**config.mk**
```make
export PLATFORM = sky130hd
export DESIGN_NAME = next_fit_cell_allocator_core_flat
export DESIGN_NICKNAME = d
export VERILOG_FILES = /design/src/design/nfca_pkg.sv /design/src/design/nfca_if.sv /design/src/design/nfca_ctrl.sv /design/src/design/nfca_dp.sv /design/src/design/next_fit_cell_allocator_core.sv /design/src/flat_wrapper.sv
export SDC_FILE = /design/constraint.sdc
export NUM_CORES = 2
export LEC_CHECK = 0
export ABC_AREA = 0
export BUFFER_PORTS_ARGS = -buffer_cell sky130_fd_sc_hd__clkbuf_2
export CAP_MARGIN = 5
export CORE_MARGIN = 5
export CORE_UTILIZATION = 50
export DETAILED_ROUTE_END_ITERATION = 10
export GPL_TIMING_DRIVEN = 0
export PLACE_DENSITY = 0.76
export SYNTH_ARGS = -nofsm -noshare
export SYNTH_HDL_FRONTEND = slang
export SYNTH_SLANG_ARGS = --single-unit
```
**constraint.sdc**
```tcl
create_clock -name clk -period 10.2 [get_ports clk]
set_clock_uncertainty 0.15 [all_clocks]
set_input_delay 2.04 -clock clk [delete_from_list [all_inputs] [get_ports clk]]
set_output_delay 2.04 -clock clk [all_outputs]
set_load 0.01 [all_outputs]
```
**src/design/nfca_pkg.sv**
```systemverilog
`default_nettype none
// ----------------------------------------------------------------------------
// nfca_pkg
// shared widths, codes and control structs of the next-fit cell allocator
// ----------------------------------------------------------------------------
package nfca_pkg;

  localparam int INITIAL_CELLS_DEF = 16;
  localparam int MAX_CELLS_DEF     = 4096;

  // bitmap word scanned per memory read
  localparam int WORD_BITS = 32;

  localparam int MODE_W = 2;
  localparam int IDX_W  = 12;
  localparam int STAT_W = 2;
  localparam int SIZE_W = 13;

  localparam logic [MODE_W-1:0] MODE_ALLOC = 2'd0;
  localparam logic [MODE_W-1:0] MODE_FREE  = 2'd1;
  localparam logic [MODE_W-1:0] MODE_CHECK = 2'd2;

  localparam logic [STAT_W-1:0] STAT_OK   = 2'd0;
  localparam logic [STAT_W-1:0] STAT_FULL = 2'd1;
  localparam logic [STAT_W-1:0] STAT_DEAD = 2'd2;

  typedef struct packed {
    logic clear_step;
    logic accept;
    logic rd;
    logic eval;
    logic load_out;
  } ctrl_cmd_t;

  typedef struct packed {
    logic clear_done;
    logic again;
  } dp_stat_t;

endpackage
`default_nettype wire

```
**src/design/nfca_if.sv**
```systemverilog
`default_nettype none
// ----------------------------------------------------------------------------
// nfca request and result channels
// valid/ready channels carrying one request or one result item
// ----------------------------------------------------------------------------
interface nfca_in_if;
  logic                        valid;
  logic                        ready;
  logic [nfca_pkg::MODE_W-1:0] mode;
  logic [nfca_pkg::IDX_W-1:0]  cell_index;

  modport source(output valid, output mode, output cell_index, input ready);
  modport sink(input valid, input mode, input cell_index, output ready);
endinterface

interface nfca_out_if;
  logic                        valid;
  logic                        ready;
  logic [nfca_pkg::IDX_W-1:0]  result_index;
  logic [nfca_pkg::STAT_W-1:0] status;
  logic [nfca_pkg::SIZE_W-1:0] pool_size;

  modport source(output valid, output result_index, output status, output pool_size,
                 input ready);
  modport sink(input valid, input result_index, input status, input pool_size,
               output ready);
endinterface
`default_nettype wire

```
**src/design/nfca_ctrl.sv**
```systemverilog
`default_nettype none
// ----------------------------------------------------------------------------
// nfca_ctrl
// sequencer: bitmap clear pass, request accept, word read/evaluate loop,
// result hand-off to the output register
// ----------------------------------------------------------------------------
module nfca_ctrl (
  input  wire logic                 clk,
  input  wire logic                 rst_n,
  input  wire logic                 in_valid,
  output logic                      in_ready,
  input  wire logic                 out_ready,
  output logic                      out_valid,
  input  wire nfca_pkg::dp_stat_t   stat,
  output nfca_pkg::ctrl_cmd_t       cmd
);

  typedef enum logic [2:0] {
    ST_CLEAR,
    ST_IDLE,
    ST_RD,
    ST_EVAL,
    ST_FIN
  } state_t;

  state_t state_r, state_nxt;
  logic   out_valid_r, out_valid_nxt;

  always_comb begin
    cmd           = '0;
    state_nxt     = state_r;
    in_ready      = 1'b0;
    case (state_r)
      ST_CLEAR: begin
        cmd.clear_step = 1'b1;
        if (stat.clear_done) begin
          state_nxt = ST_IDLE;
        end
      end
      ST_IDLE: begin
        in_ready = 1'b1;
        if (in_valid) begin
          cmd.accept = 1'b1;
          state_nxt  = ST_RD;
        end
      end
      ST_RD: begin
        cmd.rd    = 1'b1;
        state_nxt = ST_EVAL;
      end
      ST_EVAL: begin
        cmd.eval  = 1'b1;
        state_nxt = stat.again ? ST_RD : ST_FIN;
      end
      ST_FIN: begin
        // wait for the output register to free up
        if (!out_valid_r || out_ready) begin
          cmd.load_out = 1'b1;
          state_nxt    = ST_IDLE;
        end
      end
      default: begin
        state_nxt = ST_CLEAR;
      end
    endcase
  end

  always_comb begin
    out_valid_nxt = out_valid_r;
    if (cmd.load_out) begin
      out_valid_nxt = 1'b1;
    end else if (out_ready) begin
      out_valid_nxt = 1'b0;
    end
  end

  always_ff @(posedge clk) begin
    if (!rst_n) begin
      state_r     <= ST_CLEAR;
      out_valid_r <= 1'b0;
    end else begin
      state_r     <= state_nxt;
      out_valid_r <= out_valid_nxt;
    end
  end

  assign out_valid = out_valid_r;

endmodule
`default_nettype wire

```
**src/design/nfca_dp.sv**
```systemverilog
`default_nettype none
// ----------------------------------------------------------------------------
// nfca_dp
// used-bit memory, scan pointer, pool size, word scan and result registers
// ----------------------------------------------------------------------------
module nfca_dp #(
  parameter int INITIAL_CELLS = nfca_pkg::INITIAL_CELLS_DEF,
  parameter int MAX_CELLS     = nfca_pkg::MAX_CELLS_DEF
) (
  input  wire logic                        clk,
  input  wire logic                        rst_n,
  input  wire nfca_pkg::ctrl_cmd_t         cmd,
  output nfca_pkg::dp_stat_t               stat,
  input  wire logic [nfca_pkg::MODE_W-1:0] in_mode,
  input  wire logic [nfca_pkg::IDX_W-1:0]  in_cell_index,
  output logic      [nfca_pkg::IDX_W-1:0]  out_result_index,
  output logic      [nfca_pkg::STAT_W-1:0] out_status,
  output logic      [nfca_pkg::SIZE_W-1:0] out_pool_size
);

  localparam int W     = nfca_pkg::WORD_BITS;
  localparam int OFFW  = $clog2(W);
  localparam int STORE = (INITIAL_CELLS > MAX_CELLS) ? INITIAL_CELLS : MAX_CELLS;
  localparam int WORDS = (STORE + W - 1) / W;
  localparam int AW    = (WORDS > 1) ? $clog2(WORDS) : 1;
  localparam int PW    = $clog2(WORDS * W + 1);
  localparam int IW    = nfca_pkg::IDX_W;
  localparam int CW    = (PW > IW) ? PW : IW;

  logic [W-1:0] mem [WORDS];
  logic [W-1:0] rdata_r;

  logic [AW-1:0] clr_addr_r, clr_addr_nxt;
  logic [PW-1:0] ptr_r, ptr_nxt;
  logic [PW-1:0] pool_r, pool_nxt;

  logic [nfca_pkg::MODE_W-1:0] mode_r;
  logic [IW-1:0]               idx_r;
  logic [IW-1:0]               res_r, res_nxt;
  logic [nfca_pkg::STAT_W-1:0] stat_r, stat_nxt;

  // address selection
  logic [CW-1:0] idx_c, pool_c;
  logic [AW-1:0] ptr_word, idx_word, word_addr;
  logic [AW-1:0] wr_addr;
  logic [W-1:0]  wr_data;
  logic          wr_en;

  // scan of one word
  logic            in_range;
  logic [PW-1:0]   base;
  logic [OFFW-1:0] ptr_off;
  logic [PW-1:0]   rem;
  logic [W-1:0]    free_vec;
  logic            found;
  logic [OFFW-1:0] first;
  logic [PW:0]     next_base;
  logic [PW:0]     pool_dbl;
  logic            live;
  logic [OFFW-1:0] idx_off;

  // eval results
  logic [W-1:0] eval_wd;
  logic         eval_we;
  logic         again;

  assign idx_c    = CW'(idx_r);
  assign pool_c   = CW'(pool_r);
  assign ptr_word = ptr_r[OFFW+AW-1:OFFW];
  assign idx_word = idx_c[OFFW+AW-1:OFFW];
  assign word_addr = (mode_r == nfca_pkg::MODE_ALLOC) ? ptr_word : idx_word;

  assign in_range = ptr_r < pool_r;
  assign base     = ptr_r & ~PW'(W - 1);
  assign ptr_off  = ptr_r[OFFW-1:0];
  assign rem      = pool_r - base;
  assign idx_off  = idx_r[OFFW-1:0];
  assign live     = (idx_c < pool_c) && rdata_r[idx_off];
  assign next_base = (PW+1)'(base) + (PW+1)'(W);
  assign pool_dbl  = {pool_r, 1'b0};

  always_comb begin
    for (int j = 0; j < W; j++) begin
      free_vec[j] = in_range && !rdata_r[j] && (OFFW'(j) >= ptr_off) && (PW'(j) < rem);
    end
  end

  // lowest free bit
  always_comb begin
    found = 1'b0;
    first = '0;
    for (int j = W - 1; j >= 0; j--) begin
      if (free_vec[j]) begin
        found = 1'b1;
        first = OFFW'(j);
      end
    end
  end

  always_comb begin
    ptr_nxt  = ptr_r;
    pool_nxt = pool_r;
    res_nxt  = res_r;
    stat_nxt = stat_r;
    eval_we  = 1'b0;
    eval_wd  = rdata_r;
    again    = 1'b0;
    if (cmd.eval) begin
      res_nxt  = idx_r;
      stat_nxt = nfca_pkg::STAT_OK;
      case (mode_r)
        nfca_pkg::MODE_ALLOC: begin
          if (found) begin
            eval_we = 1'b1;
            eval_wd = rdata_r | (W'(1) << first);
            ptr_nxt = base | PW'(first);
            res_nxt = IW'(base | PW'(first));
          end else if (in_range && (next_base < (PW+1)'(pool_r))) begin
            ptr_nxt = next_base[PW-1:0];
            again   = 1'b1;
          end else if (pool_dbl < (PW+1)'(MAX_CELLS)) begin
            // grow the pool and rescan from cell zero
            pool_nxt = pool_dbl[PW-1:0];
            ptr_nxt  = '0;
            again    = 1'b1;
          end else begin
            ptr_nxt  = pool_r;
            res_nxt  = IW'(pool_r - PW'(1));
            stat_nxt = nfca_pkg::STAT_FULL;
          end
        end
        nfca_pkg::MODE_FREE: begin
          if (live) begin
            eval_we = 1'b1;
            eval_wd = rdata_r & ~(W'(1) << idx_off);
          end
        end
        nfca_pkg::MODE_CHECK: begin
          if (!live) begin
            stat_nxt = nfca_pkg::STAT_DEAD;
          end
        end
        default: begin
          stat_nxt = nfca_pkg::STAT_OK;
        end
      endcase
    end
  end

  always_comb begin
    if (cmd.clear_step) begin
      wr_en   = 1'b1;
      wr_addr = clr_addr_r;
      wr_data = '0;
    end else begin
      wr_en   = eval_we;
      wr_addr = word_addr;
      wr_data = eval_wd;
    end
  end

  assign clr_addr_nxt = cmd.clear_step ? clr_addr_r + AW'(1) : clr_addr_r;

  always_ff @(posedge clk) begin
    if (wr_en) begin
      mem[wr_addr] <= wr_data;
    end
    if (cmd.rd) begin
      rdata_r <= mem[word_addr];
    end
  end

  always_ff @(posedge clk) begin
    if (!rst_n) begin
      clr_addr_r <= '0;
      ptr_r      <= '0;
      pool_r     <= PW'(INITIAL_CELLS);
    end else begin
      clr_addr_r <= clr_addr_nxt;
      ptr_r      <= ptr_nxt;
      pool_r     <= pool_nxt;
    end
  end

  always_ff @(posedge clk) begin
    if (cmd.accept) begin
      mode_r <= in_mode;
      idx_r  <= in_cell_index;
    end
    res_r  <= res_nxt;
    stat_r <= stat_nxt;
    if (cmd.load_out) begin
      out_result_index <= res_r;
      out_status       <= stat_r;
      out_pool_size    <= nfca_pkg::SIZE_W'(pool_r);
    end
  end

  assign stat.clear_done = (clr_addr_r == AW'(WORDS - 1));
  assign stat.again      = again;

endmodule
`default_nettype wire

```
**src/design/next_fit_cell_allocator_core.sv**
```systemverilog
`default_nettype none
// allocate: the result follows a scan of 32-cell bitmap words from the scan pointer
//   (one memory read and one evaluate per word, pool growth restarts the scan)
// free / check / unused mode: one read and one evaluate of the cell's word before the result
// one request at a time, the next one taken in the cycle after its result is loaded, also while
//   that result still waits at the output
// reset: synchronous clear pass over the used-bit memory, one word a cycle, over
//   ceil(max(INITIAL_CELLS, MAX_CELLS) / 32) words (128 at defaults), no request taken
// ----------------------------------------------------------------------------
// next_fit_cell_allocator_core
// next-fit cell allocator with a used-bit memory and a doubling pool
// ----------------------------------------------------------------------------
module next_fit_cell_allocator_core #(
  parameter int INITIAL_CELLS = nfca_pkg::INITIAL_CELLS_DEF,
  parameter int MAX_CELLS     = nfca_pkg::MAX_CELLS_DEF
) (
  input  wire logic   clk,
  input  wire logic   rst_n,
  nfca_in_if.sink     in_ch,
  nfca_out_if.source  out_ch
);

  nfca_pkg::ctrl_cmd_t cmd;
  nfca_pkg::dp_stat_t  stat;

  nfca_ctrl u_ctrl (
    .clk       (clk),
    .rst_n     (rst_n),
    .in_valid  (in_ch.valid),
    .in_ready  (in_ch.ready),
    .out_ready (out_ch.ready),
    .out_valid (out_ch.valid),
    .stat      (stat),
    .cmd       (cmd)
  );

  nfca_dp #(
    .INITIAL_CELLS (INITIAL_CELLS),
    .MAX_CELLS     (MAX_CELLS)
  ) u_dp (
    .clk              (clk),
    .rst_n            (rst_n),
    .cmd              (cmd),
    .stat             (stat),
    .in_mode          (in_ch.mode),
    .in_cell_index    (in_ch.cell_index),
    .out_result_index (out_ch.result_index),
    .out_status       (out_ch.status),
    .out_pool_size    (out_ch.pool_size)
  );

`ifndef SYNTHESIS
  // no request is taken during the clear pass
  a_no_accept_in_clear: assert property (@(posedge clk) disable iff (!rst_n)
    !(cmd.clear_step && in_ch.ready))
    else $error("request ready during clear pass");

  // a result only lands in a free output register
  a_load_into_free: assert property (@(posedge clk) disable iff (!rst_n)
    cmd.load_out |-> (!out_ch.valid || out_ch.ready))
    else $error("result overwrote a pending output");

  // one request in flight at a time
  a_single_request: assert property (@(posedge clk) disable iff (!rst_n)
    (in_ch.valid && in_ch.ready) |=> !in_ch.ready)
    else $error("second request accepted while busy");
`endif

endmodule
`default_nettype wire

```
**src/flat_wrapper.sv**
```systemverilog
// flat-port wrapper written by rule: the top's interface ports become plain ports
module next_fit_cell_allocator_core_flat 
#(
  parameter int INITIAL_CELLS = nfca_pkg::INITIAL_CELLS_DEF,
  parameter int MAX_CELLS     = nfca_pkg::MAX_CELLS_DEF
)
  (clk, rst_n, in_ch_valid, in_ch_mode, in_ch_cell_index, in_ch_ready, out_ch_valid, out_ch_result_index, out_ch_status, out_ch_pool_size, out_ch_ready);
  nfca_in_if in_ch_i ();
  nfca_out_if out_ch_i ();
  input  wire logic clk;
  input  wire logic rst_n;
  input wire logic [$bits(in_ch_i.valid)-1:0] in_ch_valid;
  input wire logic [$bits(in_ch_i.mode)-1:0] in_ch_mode;
  input wire logic [$bits(in_ch_i.cell_index)-1:0] in_ch_cell_index;
  output wire logic [$bits(in_ch_i.ready)-1:0] in_ch_ready;
  output wire logic [$bits(out_ch_i.valid)-1:0] out_ch_valid;
  output wire logic [$bits(out_ch_i.result_index)-1:0] out_ch_result_index;
  output wire logic [$bits(out_ch_i.status)-1:0] out_ch_status;
  output wire logic [$bits(out_ch_i.pool_size)-1:0] out_ch_pool_size;
  input wire logic [$bits(out_ch_i.ready)-1:0] out_ch_ready;
  assign in_ch_i.valid = in_ch_valid;
  assign in_ch_i.mode = in_ch_mode;
  assign in_ch_i.cell_index = in_ch_cell_index;
  assign in_ch_ready = in_ch_i.ready;
  assign out_ch_valid = out_ch_i.valid;
  assign out_ch_result_index = out_ch_i.result_index;
  assign out_ch_status = out_ch_i.status;
  assign out_ch_pool_size = out_ch_i.pool_size;
  assign out_ch_i.ready = out_ch_ready;
  next_fit_cell_allocator_core #(.INITIAL_CELLS(INITIAL_CELLS), .MAX_CELLS(MAX_CELLS)) u_core (.clk(clk), .rst_n(rst_n), .in_ch(in_ch_i), .out_ch(out_ch_i));
endmodule
```
**Word level (Yosys, flattened, before mapping)**

Memories as Yosys holds them, arrays and structs flattened. A register that Yosys moved wholly into a read port is not among the register bits.
Index checks and enable logic that the tools add are counted.

- Flip-flop bits (word level): 84
- RAM bits: 4096
- Memories: 1

Memories:

| memory | words | bits a word | rd ports | clocked after Yosys merged registers in | wr ports | RTL line | text |
|---|---|---|---|---|---|---|---|
| u_core.u_dp.mem | 128 | 32 | 1 | 1 | 1 | nfca_dp.sv:30 | `logic [W-1:0] mem [WORDS];` |

- $add $sub $neg: 4
- Order comparisons: 69
- Eq/ne operators: 10
- Shift operators: 2
- Muxes and demuxes: 112
- Bitwise operators: 6
- Reductions and logical operators: 138

Operator list:

| cell | number |
|---|---|
| 5-bit by 13-bit less-than comparator with 1-bit output, first input constant | 16 |
| 5-bit 2-to-1 mux | 32 |
| 32-bit 2-to-1 mux | 4 |
| 4-bit by 13-bit less-than comparator with 1-bit output, first input constant | 8 |
| 1-bit logical AND | 98 |
| 5-bit >= comparator, first input constant | 16 |
| 32-bit one-hot mux with 2 select lines | 1 |
| 1-bit by 5-bit << shifter with 32-bit output, first input constant | 2 |
| 1-bit 2-to-1 mux | 57 |
| 3-bit by 13-bit less-than comparator with 1-bit output, first input constant | 4 |
| 12-bit 2-to-1 mux | 4 |
| 4-bit by 5-bit >= comparator with 1-bit output, first input constant | 8 |
| 13-bit 2-to-1 mux | 3 |
| 1-bit zero test | 33 |
| 32-bit bitwise AND | 1 |
| 32-bit inverter | 1 |
| 32-bit OR | 1 |
| 1-bit by 13-bit less-than comparator with 1-bit output, first input constant | 2 |
| 2-bit by 13-bit less-than comparator with 1-bit output, first input constant | 2 |
| 3-bit by 5-bit >= comparator with 1-bit output, first input constant | 4 |
| 3-bit one-hot mux with 5 select lines | 1 |
| 13-bit by 6-bit adder with 14-bit output, second input constant | 1 |
| 14-bit by 13-bit less-than comparator with 1-bit output | 1 |
| 14-bit by 13-bit less-than comparator with 1-bit output, second input constant | 1 |
| 31 further kinds | 40 |

**Logic depth before layout (Yosys ltp)**

- Depth in word-level cells: 42
- Depth in mapped cells: 15
- Mapped depth without buffers: 13

**By module**

A second synthesis with hierarchy kept.

- Cells, all modules: 8459
- Area total of the unflattened synthesis: 166249.4 µm²

By module, submodules not included:

| module | instances | cells each | area each (µm²) | sequential area each (µm²) |
|---|---|---|---|---|
| nfca_dp | 1 | 8432 | 165982.9 | 126070.9 |
| nfca_ctrl | 1 | 27 | 266.5 | 80.1 |

**Worst setup path after synthesis**

OpenSTA, ideal clock, no wires.

- Path kind: register to register
- Start point: register u_core.u_dp.ptr_r[7]
- End point: memory u_core.u_dp.mem[0][30] (netlist bit) (data pin)
- Library setup time: 1.239 ns
- Arrival time: 8.340 ns
- Required time: 8.811 ns
- Path slack: 0.471 ns
- Cell stages (with the launch flop): 15
- Buffers on the path: 3
- Period minus slack after synthesis: 9.729 ns
- Cell sequence: dfxtp_1 clkbuf_1 inv_1 ha_1 and4_1 o21ai_1 o211ai_1 mux2_4 a311o_1 buf_2 a2bb2oi_1 nor2_1 buf_2 nand2_1 o32ai_1

- Longest elaborated chain between the ends: 42

RTL lines:

| item | RTL line | text |
|---|---|---|
| start, declared | nfca_dp.sv:34 | `logic [PW-1:0] ptr_r, ptr_nxt;` |
| start signal, assigned | nfca_dp.sv:180 | `ptr_r <= ptr_nxt;` |
| branches (longest 38 deep; another with 13-bit subtractor) | n/a |  |
| 32-bit 2-to-1 mux (*) | nfca_dp.sv:113 | `if (found) begin` |
| 32-bit one-hot mux with 2 select lines (*) | nfca_dp.sv:111 | `case (mode_r)` |
| 32-bit 2-to-1 mux (*) | nfca_dp.sv:108 | `if (cmd.eval) begin` |
| 32-bit 2-to-1 mux (*) | nfca_dp.sv:151 | `if (cmd.clear_step) begin` |
| via u_core.u_dp.wr_data[30] | nfca_dp.sv:46 | `logic [W-1:0] wr_data;` |
| end, declared | nfca_dp.sv:30 |  |

Mark *: on every way through the listed nets, which the timed path passes.

**Worst setup path in the final report**

- Start point: register u_core.u_dp.mode_r[1] (netlist bit)
- End point: memory u_core.u_dp.mem[100][13] (netlist bit), enable pin

- Longest elaborated chain between the ends: 6

RTL lines:

| item | RTL line | text |
|---|---|---|
| start, declared | nfca_dp.sv:37 | `logic [nfca_pkg::MODE_W-1:0] mode_r;` |
| start signal, assigned | nfca_dp.sv:187 | `mode_r <= in_mode;` |
| 2-bit by 1-bit equality test with 1-bit output / 2-bit zero test (equally long branches) | nfca_dp.sv:111, nfca_dp.sv:71 |  |
| 1-bit one-hot mux with 2 select lines | nfca_dp.sv:111 |  |
| 1-bit 2-to-1 mux | nfca_dp.sv:108 |  |
| 1-bit 2-to-1 mux | nfca_dp.sv:151 |  |
| 1-bit 2-to-1 mux | nfca_dp.sv:165 | `if (wr_en) begin` |
| 1-bit 2-to-1 mux (implied by the code) | nfca_dp.sv:166 | `mem[wr_addr] <= wr_data;` |

Several ways; a longest one is shown, not always the timed one.

==> summary.md <==
| Metric | Value |
|---|---|
| I/O Buffers | between 40 and 50 |
| WP data arrival | 7690 ps |
| Starting density of the core | around 50% |
| Complex-gate fraction of the synthesized area | under 10% |
| Cells along the critical path | or2_1 > buf_6 > mux2i_4 > buf_2 > buf_2 > buf_4 > buf_4 > nand2_1 > o21ai_0 > nand2_1 > clkbuf_1 > nor3_2 > buf_6 > buf_6 > buf_6 |
| Post-Synth Adder-Cell Area | 0.2415% |
| TritonCTS clock tree | built |
| Buf+Inv Stages, Crit Path | 9 |
| Fin crit share | 70.44% |
| Fin nets | 9345 |
| Internal power | 27200 uW |
| Setup Total Neg Slack | 0 ps |
| Clock power frac | 44.0% |
| Setup Fix Bufs, Post-CTS | 0 |
| Hold buffers post-CTS | 0 |
| Max-slew violation count | 5 |
| Dpl ws | 3559 ps |
| Met2 wire len | 221700 um |
| Clock root buffer | clkbuf_16 |
| Routed Antenna Nets | 0 |
| Max Clk Rate | around 140 MHz |
| Post-synth EDFFs | 4179 |
| Area Growth Syn to Fin | 16.13% |
| WL met1 | approximately 160000 um |
| H-tree depth | 5 |
| Number of synthesized register bits | 4212 |
| Post-synthesis cell count | between 8000 and 9000 |
| Critical path class | reg2reg |
| Num CTS Buffers | 398 |
| Finished Cell Area | 0.1925 mm2 |
| Rows | 211 |
| Net Sw Power | 6653 uW |
| Failing checks | capacitance limit, slew limit |
| DP HPWL | 332400 um |
| Sinks on Clock Net | 4212 |
| Combinational group share of total power | less than 1% |
| RSZ-0062 raised after global routing | false |
| Grt total ovfl | 0 |
| Crit-path max FO | 10 |
| Share of layout cells above drive strength 1 | 27.87% |
| Wire length on met3 | about 66000 um |
| Largest net degree at the start of global routing | 77 |
| Die area | roughly 0.34 mm2 |
| GR Util All Layers | 27.93% |
| R2R Path Start | u_core.u_dp.mode_r[1] |
| Vias per cell | 6.626 |
| Initial antenna violation count | 27 |
| Die Span Y | 585.8 um |
| Netlist cell types | 81 |
| Post-synth ARST share | 0% |
| Critical Path Start Type | flop |
| Final setup fails | 0 |
| Critical path launch point | u_core.u_dp.mode_r[1] |
| Crit path largest cell delay | 960 ps |
| Cell area after synthesis | 0.1658 mm2 |
| Status | finished with violations |
| Cell family with most CP delay | buffers and inverters |
| Power per cell area | 175.8 mW/mm2 |
| Post-layout min period | 7185 ps |
| Sequential area share after synthesis | 76.09% |
| DRC viols | 0 |
| Worst slew pin tran | 1573 ps |
| Synth Warn # | 0 |
| Syn avg cell area | 19.94 um2 |
| Clock latency on the worst-skew pair | between 900 and 1000 ps |
| Hold Path Class | reg2reg |
| Top Metal Used | met5 |
| Relative slew slack | -5.389% |
| Iteration-0 DRC Markers | 15658 |
| CTS Buffer Depth | 4 |
| WL per Instance | 34.42 um |
| XOR/XNOR share of the synthesized area | less than 1% |
| Post-synth top flop | edfxtp_1 |
| CP Capture Type | flop |
| Mux cell area share after synthesis | 14.15% |
| Number of global-route vias before repair | 92045 |
| Cts repair resizes | 0 |
| Req. time, crit path | 10710 ps |
| Worst IR Drop VDD | 137.8 uV |
| Hold path start | u_core.u_dp.res_r[4] |
| Placed Area | 0.1794 mm2 |
| Slowest CP cell | nor3_2 |
| Simple-gate area share of the yosys netlist | 4.913% |
| Fill cells | 22356 |
| First-pass GRT wire length | 681300 um |
| 1st-pass router iterations | 8 |
| Worst-path clk slew | 60 ps |
| Sequential power share | 55.5% |
| Top cell by count, worst path | buf_6 |
| Sw Ratio | 19.65% |
| Gpl congestion | approximately 1.0 |
| Final hold slack | ~270 ps |
| Max-cap check violation count | 6 |
| Hold Violations, Final | 0 |
| Core Region | 0.3303 mm2 |
| WL final | approximately 480000 um |
| Largest family of logic cells by synthesized area | multiplexers |
| Leakage power | 0.06152 uW |
| Die W | 585.8 um |
| Via count | 92829 |
| I/O pin count | 47 |
| Setup WS post-layout | 3015 ps |
-- worst reg2reg max path, cell delays in order, from the launching register on --
cell and delay (ps):
edfxtp_1 860, or2_1 230, buf_6 130, mux2i_4 590, buf_2 380, buf_2 510
buf_4 360, buf_4 360, nand2_1 120, o21ai_0 180, nand2_1 660, clkbuf_1 700
nor3_2 960, buf_6 290, buf_6 190, buf_6 160
-- cells by family (layout without fill, tap and decap cells) --
kind of cell	count (synthesis)	count (layout)
DFF	4212	4212
and+or+nand+nor	1866	1866
muxes	1048	1048
AOI/OAI and AO/OA	588	588
buffers and inverters	549	1857
adders and majority gates	32	32
xor gates and xnor gates	20	20
other	1	20
-- stage by stage --
stage	instances	util (%)	total power, uW
final	14009	58.30	33850
after global routing	13995	58.29	34670
after CTS	13990	58.27	33890
after detailed placement	13258	54.32	19320
after global placement	12727	51.92	19300
after floorplan	8319	-	19230
-- power groups by stage --
stage	logic [uW]	clock network [uW]	registers, uW
after floorplan	63.6	0	19200
after global placement	124	0	19200
final	162	14900	18800
after detailed placement	152	0	19200
after global routing	161	15700	18800
after CTS	154	14900	18800
-- registers in the layout (all words and copies together), names as in the netlist --
| register | flops |
|---|---|
| u_core.u_ctrl.out_valid | 1 |
| u_core.u_ctrl.state_r | 3 |
| u_core.u_dp.clr_addr_r | 7 |
| u_core.u_dp.idx_r | 12 |
| u_core.u_dp.mem | 4096 |
| u_core.u_dp.mode_r | 2 |
| u_core.u_dp.out_pool_size | 9 |
| u_core.u_dp.out_result_index | 12 |
| u_core.u_dp.out_status | 2 |
| u_core.u_dp.pool_c | 9 |
| u_core.u_dp.ptr_r | 13 |
| u_core.u_dp.rdata_r | 32 |
| u_core.u_dp.res_r | 12 |
| u_core.u_dp.stat_r | 2 |
-- final timing paths --
| path | slack (ps) | depth (start not counted) | to |
|---|---|---|---|
| min | 270 | 0 | u_core.u_dp.out_result_index[4] |
| max | 3010 | 15 | u_core.u_dp.mem[100][13] |
| max reg2reg | 3010 | 15 | u_core.u_dp.mem[100][13] |
| min reg2reg | 270 | 0 | u_core.u_dp.out_result_index[4] |
-- final cells by class --
class,count,area [um2],share of cell area (%)
Clock buffer,473,10400,5.401
Antenna cell,16,40.04,0.02080
Tap cell,4366,5463,2.837
Buffer,513,2970,1.543
Inverter,36,135.1,0.07018
Multi-Input combinational cell,3558,37550,19.50
Sequential cell,4212,126200,65.52
Timing Repair Buffer,576,7176,3.727
Clock inverter,259,2650,1.376
-- routing by layer --
metal | global-route usage [%] | vias up
met5 | 0.5604 | -
met3 | 9.278 | 1435
met2 | 42.46 | 7604
li1 | - | 36173
met4 | 16.80 | 20
met1 | 35.15 | 47597
-- layout by cell type (no fill, tap or decap), types with 133 or more instances in the layout --
cell	count
buf_6	428
clkbuf_1	253
mux4_2	1034
nand2_1	1134
and3_1	133
a31oi_1	140
nand3_1	290
clkbuf_16	404
edfxtp_1	4179
buf_2	157
-- Yosys cell counts (all sizes together), types with 34 or more instances --
master / number / area share (%)
inv: 36 / 0.082
and3: 133 / 0.50
a311oi: 131 / 0.70
o21ai: 66 / 0.21
a31oi: 140 / 0.53
a21oi: 52 / 0.16
nor2: 72 / 0.16
edfxtp: 4179 / 76
nand2: 1134 / 2.6
nor3: 155 / 0.47
clkbuf: 193 / 0.44
buf: 320 / 1.4
nand3: 290 / 0.88
mux4: 1034 / 14
a22o: 34 / 0.18
Power figures use the tool's default switching activity.
